===== src/design/mdc_pkg.sv =====
// ----------------------------------------------------------------------------
// mdc_pkg
// Shared constants, state encoding and controller/datapath interface types
// for the cofactor-expansion determinant core.
// ----------------------------------------------------------------------------
`default_nettype none

package mdc_pkg;

  localparam int MAX_ORDER_DEF     = 4;
  localparam int ELEMENT_WIDTH_DEF = 12;
  localparam int DET_WIDTH         = 50;
  localparam int CFG_WIDTH         = 3;
  localparam int RESET_ORDER       = 4;
  localparam int MIN_ORDER         = 2;

  typedef enum logic [2:0] {
    ST_LOAD,
    ST_SEARCH,
    ST_MUL,
    ST_STEP,
    ST_DONE
  } mdc_state_t;

  typedef struct packed {
    logic cfg_we;
    logic load_we;
    logic calc_init;
    logic search_hit;
    logic backtrack;
    logic mul_en;
    logic leaf_acc;
    logic descend;
  } mdc_cmd_t;

  typedef struct packed {
    logic last_elem;
    logic found;
    logic at_root;
    logic at_leaf;
  } mdc_status_t;

endpackage

`default_nettype wire


===== src/design/matrix_determinant_cofactor_core.sv =====
// ----------------------------------------------------------------------------
// matrix_determinant_cofactor_core
// Exact determinant of a square signed integer matrix by cofactor expansion.
// ----------------------------------------------------------------------------
// Elements enter one per cycle in row-major order (start high while busy is
// low). After the last of the n*n elements, busy rises while a sequencer walks
// the cofactor tree depth first, taking each tree node through the search,
// multiply and step states and a single signed multiplier; when the walk is
// done, the determinant appears on out_determinant for exactly one
// cycle with out_valid high; the receiver cannot stall, so it must take the
// transaction in that cycle. busy falls in the following cycle. A write of
// the size register (taken only while busy is low and no element is offered)
// restarts loading at the first element; sizes below 2 act as 2 and sizes
// above the maximum order act as the maximum order.
// ----------------------------------------------------------------------------
`default_nettype none

module matrix_determinant_cofactor_core #(
  parameter int MAX_ORDER     = mdc_pkg::MAX_ORDER_DEF,
  parameter int ELEMENT_WIDTH = mdc_pkg::ELEMENT_WIDTH_DEF
) (
  input  wire logic                              clk,
  input  wire logic                              rst_n,
  input  wire logic                              start,
  output logic                                   busy,
  input  wire logic signed [ELEMENT_WIDTH-1:0]   in_element_value,
  output logic                                   out_valid,
  output logic signed [mdc_pkg::DET_WIDTH-1:0]   out_determinant,
  input  wire logic                              cfg_valid,
  output logic                                   cfg_ready,
  input  wire logic [mdc_pkg::CFG_WIDTH-1:0]     cfg_matrix_size
);
  import mdc_pkg::*;

  mdc_cmd_t    cmd;
  mdc_status_t status;

  mdc_ctrl u_ctrl (
    .clk       (clk),
    .rst_n     (rst_n),
    .start     (start),
    .cfg_valid (cfg_valid),
    .status    (status),
    .cmd       (cmd),
    .busy      (busy),
    .cfg_ready (cfg_ready),
    .out_valid (out_valid)
  );

  mdc_datapath #(
    .MAX_ORDER     (MAX_ORDER),
    .ELEMENT_WIDTH (ELEMENT_WIDTH)
  ) u_datapath (
    .clk              (clk),
    .rst_n            (rst_n),
    .cmd              (cmd),
    .status           (status),
    .cfg_matrix_size  (cfg_matrix_size),
    .in_element_value (in_element_value),
    .det              (out_determinant)
  );

  // A result transaction is a single-cycle strobe.
  a_single_strobe: assert property (@(posedge clk) disable iff (!rst_n)
    out_valid |=> !out_valid)
    else $error("result strobe held for more than one cycle");

  // After the result the core is ready for the next matrix.
  a_ready_after_result: assert property (@(posedge clk) disable iff (!rst_n)
    out_valid |=> !busy)
    else $error("core still busy after delivering the result");

  // Computation only begins on an accepted element.
  a_busy_from_start: assert property (@(posedge clk) disable iff (!rst_n)
    $rose(busy) |-> $past(start))
    else $error("busy rose without an accepted element");

endmodule

`default_nettype wire


===== src/design/mdc_datapath.sv =====
// ----------------------------------------------------------------------------
// mdc_datapath
// Element store, order register, load counter and the depth-first cofactor
// walker: per-row column candidates, used-column mask, partial products,
// one signed multiplier and the determinant accumulator.
// ----------------------------------------------------------------------------
`default_nettype none

module mdc_datapath #(
  parameter int MAX_ORDER     = mdc_pkg::MAX_ORDER_DEF,
  parameter int ELEMENT_WIDTH = mdc_pkg::ELEMENT_WIDTH_DEF
) (
  input  wire logic                                clk,
  input  wire logic                                rst_n,
  input  wire mdc_pkg::mdc_cmd_t                   cmd,
  output mdc_pkg::mdc_status_t                     status,
  input  wire logic [mdc_pkg::CFG_WIDTH-1:0]       cfg_matrix_size,
  input  wire logic signed [ELEMENT_WIDTH-1:0]     in_element_value,
  output logic signed [mdc_pkg::DET_WIDTH-1:0]     det
);
  import mdc_pkg::*;

  localparam int DEPTH     = MAX_ORDER * MAX_ORDER;
  localparam int AW        = $clog2(DEPTH);
  localparam int LEVELS    = MAX_ORDER + 1;
  localparam int LW        = $clog2(LEVELS);
  localparam int TW        = $clog2(DEPTH + 1);
  localparam int DW        = DET_WIDTH;
  localparam int ORDER_RST = (RESET_ORDER > MAX_ORDER) ? MAX_ORDER : RESET_ORDER;

  logic signed [ELEMENT_WIDTH-1:0] mem [DEPTH];
  logic signed [ELEMENT_WIDTH-1:0] rd_data_r;

  logic [LW-1:0] order_r;
  logic [TW-1:0] total_r;
  logic [AW-1:0] load_cnt_r;
  logic [LW-1:0] level_r;

  logic [LW-1:0]          cand_r   [LEVELS];
  logic [LW-1:0]          chosen_r [LEVELS];
  logic signed [DW-1:0]   prod_r   [LEVELS];
  logic [LEVELS-1:0]      sign_r;
  logic [MAX_ORDER-1:0]   used_r;
  logic [LW-1:0]          sel_col_r;
  logic                   sel_par_r;
  logic signed [DW-1:0]   term_r;
  logic                   term_neg_r;
  logic signed [DW-1:0]   acc_r;

  logic [LW-1:0]                 cfg_order;
  logic [TW-1:0]                 cfg_total;
  logic                          found;
  logic [LW-1:0]                 found_col;
  logic                          below_par;
  logic [LW-1:0]                 cur_cand;
  logic [AW-1:0]                 rd_addr;
  logic [LW-1:0]                 level_up;
  logic [LW-1:0]                 level_dn;
  logic signed [DW+ELEMENT_WIDTH-1:0] mul_full;

  // The stored order is the written size saturated into the supported range.
  always_comb begin
    if (int'(cfg_matrix_size) < MIN_ORDER) begin
      cfg_order = LW'(MIN_ORDER);
    end else if (int'(cfg_matrix_size) > MAX_ORDER) begin
      cfg_order = LW'(MAX_ORDER);
    end else begin
      cfg_order = LW'(cfg_matrix_size);
    end
    cfg_total = TW'(int'(cfg_order) * int'(cfg_order));
  end

  // Smallest free column at or above this row's candidate; the parity of
  // free columns to its left gives the alternating cofactor sign.
  always_comb begin
    found     = 1'b0;
    found_col = '0;
    below_par = 1'b0;
    cur_cand  = cand_r[level_r];
    for (int c = MAX_ORDER - 1; c >= 0; c--) begin
      if (c >= int'(cur_cand) && c < int'(order_r) && !used_r[c]) begin
        found     = 1'b1;
        found_col = LW'(c);
      end
    end
    for (int c = 0; c < MAX_ORDER; c++) begin
      if (c < int'(found_col) && !used_r[c]) begin
        below_par = ~below_par;
      end
    end
  end

  assign level_up = level_r + LW'(1);
  assign level_dn = level_r - LW'(1);
  assign rd_addr  = AW'(int'(level_r) * int'(order_r) + int'(found_col));
  assign mul_full = prod_r[level_r] * rd_data_r;

  assign status.last_elem = (TW'(load_cnt_r) + TW'(1)) == total_r;
  assign status.found     = found;
  assign status.at_root   = (level_r == '0);
  assign status.at_leaf   = (level_up == order_r);
  assign det              = acc_r;

  always_ff @(posedge clk) begin
    if (!rst_n) begin
      order_r    <= LW'(ORDER_RST);
      total_r    <= TW'(ORDER_RST * ORDER_RST);
      load_cnt_r <= '0;
      level_r    <= '0;
    end else begin
      if (cmd.cfg_we) begin
        order_r    <= cfg_order;
        total_r    <= cfg_total;
        load_cnt_r <= '0;
      end else if (cmd.load_we) begin
        load_cnt_r <= status.last_elem ? '0 : load_cnt_r + AW'(1);
      end
      if (cmd.calc_init) begin
        level_r <= '0;
      end else if (cmd.backtrack) begin
        level_r <= level_dn;
      end else if (cmd.descend) begin
        level_r <= level_up;
      end
    end
  end

  always_ff @(posedge clk) begin
    if (cmd.load_we) begin
      mem[load_cnt_r] <= in_element_value;
    end
    if (cmd.calc_init) begin
      cand_r[0] <= '0;
      prod_r[0] <= DW'(1);
      sign_r[0] <= 1'b0;
      used_r    <= '0;
      acc_r     <= '0;
    end
    if (cmd.search_hit) begin
      rd_data_r       <= mem[rd_addr];
      sel_col_r       <= found_col;
      sel_par_r       <= below_par;
      cand_r[level_r] <= found_col + LW'(1);
    end
    if (cmd.mul_en) begin
      prod_r[level_up] <= mul_full[DW-1:0];
      sign_r[level_up] <= sign_r[level_r] ^ sel_par_r;
      term_r           <= mul_full[DW-1:0];
      term_neg_r       <= sign_r[level_r] ^ sel_par_r;
    end
    if (cmd.leaf_acc) begin
      acc_r <= term_neg_r ? acc_r - term_r : acc_r + term_r;
    end
    if (cmd.descend) begin
      chosen_r[level_r] <= sel_col_r;
      cand_r[level_up]  <= '0;
      for (int c = 0; c < MAX_ORDER; c++) begin
        if (int'(sel_col_r) == c) begin
          used_r[c] <= 1'b1;
        end
      end
    end
    if (cmd.backtrack) begin
      for (int c = 0; c < MAX_ORDER; c++) begin
        if (int'(chosen_r[level_dn]) == c) begin
          used_r[c] <= 1'b0;
        end
      end
    end
  end

endmodule

`default_nettype wire


===== src/design/mdc_ctrl.sv =====
// ----------------------------------------------------------------------------
// mdc_ctrl
// Sequencer for the determinant core: loads elements, then walks the
// cofactor tree one node at a time (search, multiply, step) and strobes
// the result.
// ----------------------------------------------------------------------------
`default_nettype none

module mdc_ctrl (
  input  wire logic                 clk,
  input  wire logic                 rst_n,
  input  wire logic                 start,
  input  wire logic                 cfg_valid,
  input  wire mdc_pkg::mdc_status_t status,
  output mdc_pkg::mdc_cmd_t         cmd,
  output logic                      busy,
  output logic                      cfg_ready,
  output logic                      out_valid
);
  import mdc_pkg::*;

  mdc_state_t state_r;
  mdc_state_t state_nxt;

  always_ff @(posedge clk) begin
    if (!rst_n) begin
      state_r <= ST_LOAD;
    end else begin
      state_r <= state_nxt;
    end
  end

  always_comb begin
    state_nxt = state_r;
    cmd       = '0;
    busy      = 1'b1;
    cfg_ready = 1'b0;
    out_valid = 1'b0;
    case (state_r)
      ST_LOAD: begin
        busy       = 1'b0;
        // An element offered in this cycle takes precedence over a size write.
        cfg_ready  = !start;
        cmd.cfg_we = cfg_valid && !start;
        if (start) begin
          cmd.load_we = 1'b1;
          if (status.last_elem) begin
            cmd.calc_init = 1'b1;
            state_nxt     = ST_SEARCH;
          end
        end
      end
      ST_SEARCH: begin
        if (status.found) begin
          cmd.search_hit = 1'b1;
          state_nxt      = ST_MUL;
        end else if (status.at_root) begin
          state_nxt = ST_DONE;
        end else begin
          // Row exhausted: return to the row above and free its column.
          cmd.backtrack = 1'b1;
        end
      end
      ST_MUL: begin
        cmd.mul_en = 1'b1;
        state_nxt  = ST_STEP;
      end
      ST_STEP: begin
        if (status.at_leaf) begin
          cmd.leaf_acc = 1'b1;
        end else begin
          cmd.descend = 1'b1;
        end
        state_nxt = ST_SEARCH;
      end
      ST_DONE: begin
        out_valid = 1'b1;
        state_nxt = ST_LOAD;
      end
      default: begin
        state_nxt = ST_LOAD;
      end
    endcase
  end

endmodule

`default_nettype wire

===== config.mk =====
export PLATFORM = sky130hd
export DESIGN_NAME = matrix_determinant_cofactor_core
export DESIGN_NICKNAME = d
export VERILOG_FILES = /design/src/design/mdc_pkg.sv /design/src/design/matrix_determinant_cofactor_core.sv /design/src/design/mdc_datapath.sv /design/src/design/mdc_ctrl.sv
export SDC_FILE = /design/constraint.sdc
export NUM_CORES = 2
export LEC_CHECK = 0
export BUFFER_PORTS_ARGS = -buffer_cell sky130_fd_sc_hd__buf_4
export CAP_MARGIN = 20
export CELL_PAD_IN_SITES_DETAIL_PLACEMENT = 0
export CELL_PAD_IN_SITES_GLOBAL_PLACEMENT = 1
export CORE_UTILIZATION = 43
export CTS_CLUSTER_DIAMETER = 100
export DETAILED_ROUTE_END_ITERATION = 10
export PLACE_DENSITY = 0.71
export SLEW_MARGIN = 30
export SYNTH_ARGS = -nofsm -noshare
export SYNTH_HDL_FRONTEND = slang
export SYNTH_SLANG_ARGS = --single-unit

===== constraint.sdc =====
create_clock -name clk -period 10 [get_ports clk]
set_clock_uncertainty 0.2 [all_clocks]
set_input_delay 1.5 -clock clk [delete_from_list [all_inputs] [get_ports clk]]
set_output_delay 1.5 -clock clk [all_outputs]
set_load 0.01 [all_outputs]

# After elaboration in Yosys (flattened, before gate mapping)
# Memories as Yosys holds them, arrays and structs flattened. A register that Yosys moved wholly into a read port is not among the register bits.
# Cells that the tools add are included.
[word_totals]
ramBits = 472
reg_bits = 132
n_memories = 4
[memory_table]
columns = ["memory", "depth", "width", "rd", "rd_ports_with_merged_regs", "wr", "line_no", "text"]
rows = [
  ["u_datapath.prod_r", 5, 50, 1, 1, 1, "mdc_datapath.sv:41", "logic signed [DW-1:0] prod_r [LEVELS];"],
  ["u_datapath.mem", 16, 12, 1, 1, 1, "mdc_datapath.sv:31", "logic signed [ELEMENT_WIDTH-1:0] mem [DEPTH];"],
  ["u_datapath.cand_r", 5, 3, 1, 1, 1, "mdc_datapath.sv:39", "logic [LW-1:0] cand_r [LEVELS];"],
  ["u_datapath.chosen_r", 5, 3, 1, 0, 1, "mdc_datapath.sv:40", "logic [LW-1:0] chosen_r [LEVELS];"],
]
[classes]
n_eq_ne = 15
n_reduce_logical = 31
addsub = 8
order_cmp = 17
multipliers = 3
n_bitwise = 5
n_mux = 80
[op_table]
columns = ["op", "count"]
rows = [
  ["two-way mux 50 bit", 4],
  ["two-way mux 3 bit", 18],
  ["adder 50 bit", 1],
  ["multiplier 50 x 12 -> 50 bit", 1],
  ["OR reduction 50 bit", 1],
  ["subtractor 50 bit", 1],
  ["two-way mux 1 bit", 43],
  ["two-way mux 4 bit", 4],
  ["== test 3 bit, second input constant", 5],
  ["logical AND 1 bit", 14],
  ["two-way mux 2 bit", 7],
  ["== test 3 x 2 -> 1 bit, second input constant", 4],
  ["zero test 3 bit", 4],
  ["one-hot mux 3 bit (4 select lines)", 1],
  ["less-than comparator 3 x 4 -> 1 bit, second input constant", 2],
  ["greater-or-equal comparator 1 x 3 -> 1 bit, first input constant", 2],
  ["greater-or-equal comparator 2 x 3 -> 1 bit, first input constant", 2],
  ["less-than comparator 1 x 3 -> 1 bit, first input constant", 2],
  ["less-than comparator 2 x 3 -> 1 bit, first input constant", 2],
  ["OR reduction 3 bit", 2],
  ["adder 4 x 1 -> 5 bit, second input constant", 1],
  ["bitwise mux 5 bit", 1],
  ["== test 5 bit", 1],
  ["zero test 1 bit", 5],
  ["other kinds (24)", 31],
]

# Longest topological paths before layout
[depth]
ltp_word = 16
depth_mapped = 30

# By module
# A second synthesis with hierarchy kept.
[unflattened]
hier_cells = 3755
area_unflattened_um2 = 43917.1
[by_module_without_submodules]
columns = ["module", "cells_per_inst", "area_each_um2", "instances", "seq_area_each_um2"]
rows = [
  ["mdc_datapath", 3728, 43700.7, 1, 17897.2],
  ["mdc_ctrl", 27, 216.5, 1, 60.1],
]

# Worst setup path after synthesis
# OpenSTA, ideal clock, no wires.
[synth_path]
path_kind = "register to register"
startpoint = "register (tool-made name)"
endpoint = "memory u_datapath.prod_r[0][48] (netlist bit), data pin"
synth_period_minus_slack_ns = 8.022
t_arrival_ns = 7.534
slack_ns = 1.978
stages_incl_launch_ff = 28
path_buffers = 5
path_cell_list = "dfxtp_1 -> clkbuf_1 -> clkbuf_1 -> clkbuf_1 -> clkbuf_1 -> mux4_2 -> nand2_1 -> nand2_1 -> clkbuf_1 -> nand2_1 -> fa_1 -> fa_1 -> fa_1 -> inv_1 -> fa_1 -> inv_1 -> fa_1 -> inv_1 -> ha_1 -> or4_1 -> o211ai_1 -> a32oi_1 -> a221oi_4 -> o41ai_2 -> a311o_1 -> a21oi_2 -> o21ai_0 -> mux2i_1"
[synth_rtl]
columns = ["element", "line_no"]
rows = [
  ["to (decl)", "mdc_datapath.sv:41"],
]

==> flow_metrics.env <==
export IMPL_status="finished clean"
export IMPL_core_area_um2=100000
export IMPL_reg2reg_depth=21
export IMPL_wl_per_cell_um=20.2
export IMPL_dieArea_um2=103000
export IMPL_p_clk_share_pct=36.3
export IMPL_diodes=0
export IMPL_yosysMostFrequentCell="edfxtp_1"
export IMPL_grt_max_degree=72
export IMPL_fillCellCount=9212
export IMPL_grt_pass1_wl_mm=167
export IMPL_fmax_mhz=119
export IMPL_synthArstFlopShare_pct=0
export IMPL_drive_gt1_share_pct=10.3
export IMPL_synth_nets=4408
export IMPL_die_h_um=321
export IMPL_crit_chain="mux4_2, nand2_1, nand2_1, and2_1, fa_1, inv_1, fa_1, fa_1, inv_1, fa_1, fa_1, ha_1, o21a_1, o211ai_1, a32oi_1, a221oi_4, o41ai_2, a311o_1, a21oi_2, o21ai_0, mux2i_1"
export IMPL_hold_buffers=0
export IMPL_cts_resized=0
export IMPL_min_path_cells=2
export IMPL_maxCapViolCount=0
export IMPL_worstHoldPathType="flip-flop to flip-flop"
export IMPL_power_frac_seq_pct=40.2
export IMPL_netlist_instances=3788
export IMPL_yosys_warnings=0
export IMPL_tightest_slew_ns=0.965
export IMPL_fin_setup_tns_ns=0
export IMPL_synthTopCellsByArea="edfxtp_1 (40%), fa_1 (19%), mux4_2 (5.9%), ha_1 (5.1%), inv_1 (4.6%)"
export IMPL_cts_tree="built"
export IMPL_slew_viol_final=0
export IMPL_hpwl_mm=76.4
export IMPL_hp_start="u_datapath.total_r[3]"
export IMPL_hold_ws_ns=0.277
export IMPL_first_pass_iters=5
export IMPL_combPwrFrac_pct=23.5
export IMPL_synth_largest_area_cell="edfxtp_1"
export IMPL_drt_wl_total_mm=105
export IMPL_synth_edf_count=587
export IMPL_post_route_util_pct=48.0
export IMPL_io_pins=72
export IMPL_num_vias=27600
export IMPL_synth_seq_area_share_pct=41.4
export IMPL_grt_overflow_total=0
export IMPL_setup_viol_count_final=0
export IMPL_ys_top_cells_by_count="edfxtp_1 (587), inv_1 (537), nand2_1 (535)"
export IMPL_initial_utilization_pct=43.6
export IMPL_ctsRootBufferMaster="clkbuf_16"
export IMPL_antenna_left=0
export IMPL_cpMaxStageDelayCell="dfxtp_4"
export IMPL_r2r_end="u_datapath.prod_r[0][48]"
export IMPL_synth_top_area_share_pct=40.3
export IMPL_ys_ff_latch=611
export IMPL_grt_usage_pct=20.9
export IMPL_fin_nets=4418
export IMPL_drcViolationCount=0
export IMPL_port_buffers=71
export IMPL_switchingPower_mw=2.17
export IMPL_clk_pin_slew_ns=0.06
export IMPL_critPathRequiredTime_ns=10.20
export IMPL_first_iter_violations=1653
export IMPL_internal_power_mw=4.98
export IMPL_cp_slowest_stage_delay_ns=0.89
export IMPL_insertion_delay_ns=0.63
export IMPL_min_period_ns=8.41
export IMPL_die_w_um=321
export IMPL_cp_arrival_ns=8.61
export IMPL_start_kind="flip-flop"
export IMPL_peakVddDrop_v=0.000150
export IMPL_clk_path_buf_depth=3
export IMPL_numCtsBuffers=70
export IMPL_path_class="flip-flop to flip-flop"
export IMPL_synthesis_area_um2=43800
export IMPL_switching_share_pct=30.3
export IMPL_maxSlewHeadroom_pct=35.6
export IMPL_antenna_found_initial=0
export IMPL_holdPathEnd="u_datapath.total_r[3]"
export IMPL_rrSetupSlack_ns=1.59
export IMPL_cp_max_fo=38
export IMPL_gp_congestion=0.843
export IMPL_hold_viol_final=0
export IMPL_h_tree_depth=3
export IMPL_grt_pass1_vias=28900
export IMPL_fin_crit_sh_pct=84.1
export IMPL_syn_avg_cell_area_um2=11.6
export IMPL_leakagePower_nw=19.9
export IMPL_cts_sinks=611
export IMPL_cts_setup_buffers=0
export IMPL_vias_per_cell=5.29
export IMPL_power_per_cell_area_nw_per_um2=148
export IMPL_yosysUniqueCellTypes=73
export IMPL_rsz0062_at_grt="no"
export IMPL_area_growth_pct=10.1
export IMPL_row_count=116
export IMPL_endpoint_kind="flip-flop"
export IMPL_yosys_most_used_dff="edfxtp_1"
export IMPL_cp_common_cell="fa_1"
## registers in the layout, indices dropped and copies added, names as in the netlist, named ones only
signal                 count
u_ctrl.state_r             3
u_datapath.sel_col_r       2
u_datapath.sel_par_r       1
u_datapath.total_r         4
u_datapath.prod_r        250
u_datapath.rd_data_r      12
u_datapath.term_neg_r      1
u_datapath.sign_r          5
u_datapath.det            50
u_datapath.cand_r         15
u_datapath.load_cnt_r      4
u_datapath.term_r         50
u_datapath.order_r         2
u_datapath.used_r          4
u_datapath.chosen_r       10
u_datapath.mem           192
u_datapath.level_r         3
## cell families after synthesis
logic type | Yosys count | share of synthesized area, %
simple gates | 1143 | 12.2
xor+xnor | 161 | 3.22
buf+inv | 729 | 6.27
compound gates | 397 | 5.89
other cells | 1 | 0.00856
mux | 145 | 6.63
flops | 611 | 41.4
fa+ha+maj | 601 | 24.4
## layout make-up
type                            count  area [um^2]  share of cell area [%]
Multi-Input combinational cell   2448        23000                    47.7
Sequential cell                   611        18100                    37.6
Inverter                          538         2020                    4.19
Clock buffer                       80         1810                    3.76
Tap cell                         1357         1700                    3.52
Timing Repair Buffer              129          993                    2.06
Clock inverter                     50          562                    1.17
## cell usage in the layout (no fill, tap or decap), drive strengths merged, types with 15 or more instances in the layout
master and count:
a21o 48, nand2b 23, and3 31, edfxtp 587, inv 541, nand2 535, mux4 115, nand3 23
xor2 29, ha 178, xnor2 132, a21oi 139, a31oi 21, nor4 16, nor3 43, o21bai 19
dfxtp 24, nand4 15, clkbuf 80, clkinv 36, nor2b 50, and2 192, fa 423, buf 129
nor2 173, mux2i 21, o21ai 64
## how the worst max path moves through the flow
stage / startpoint / end / slack, ns / cells after the start
after floorplan: flip-flop / u_datapath.prod_r[0][48] / 1.98 / 27
after global placement: flip-flop / u_datapath.prod_r[2][48] / 1.71 / 21
after detailed placement: flip-flop / u_datapath.prod_r[1][48] / 1.60 / 21
after CTS: flip-flop / u_datapath.prod_r[0][48] / 1.54 / 21
after global routing: flip-flop / u_datapath.prod_r[2][46] / 1.15 / 22
final: flip-flop / u_datapath.prod_r[0][48] / 1.59 / 21
## worst max-delay path: cells and delay by family, from the launching register on
family,cells,cell delay (ns)
AOI/OAI and AO/OA,8,2.34
adders and majority gates,6,2.87
buffers and inverters,2,0.12
DFF,1,0.89
muxes,2,0.97
and+or+nand+nor,3,0.73
## routing by layer
layer | vias up | GRT usage (%) | part of all wire (%)
met1 | 14200 | 27.0 | 43
met5 | - | 0 | 0
met2 | 536 | 37.5 | 52
met4 | 0 | 4.86 | 2.0
li1 | 12700 | - | -
met3 | 143 | 2.43 | 3.7
## stage by stage
stage	power, mW	instance area (um^2)	instances	worst slack, ns
4_1_cts	7.22	48200	5213	1.54
6_report	7.15	48200	5213	1.59
3_5_place_dp	4.62	45800	5083	1.60
5_1_grt	7.44	48200	5213	1.15
2_1_floorplan	4.03	43800	3788	1.98
3_3_place_gp	4.62	45800	5082	1.71
## power groups by stage
stage	sequential [mW]	combinational [mW]	clock [mW]
final	2.87	1.68	2.59
after global routing	2.87	1.83	2.73
after CTS	2.87	1.70	2.64
after detailed placement	2.93	1.69	0
after global placement	2.93	1.69	0
after floorplan	2.92	1.11	0
Power figures use the tool's default switching activity.
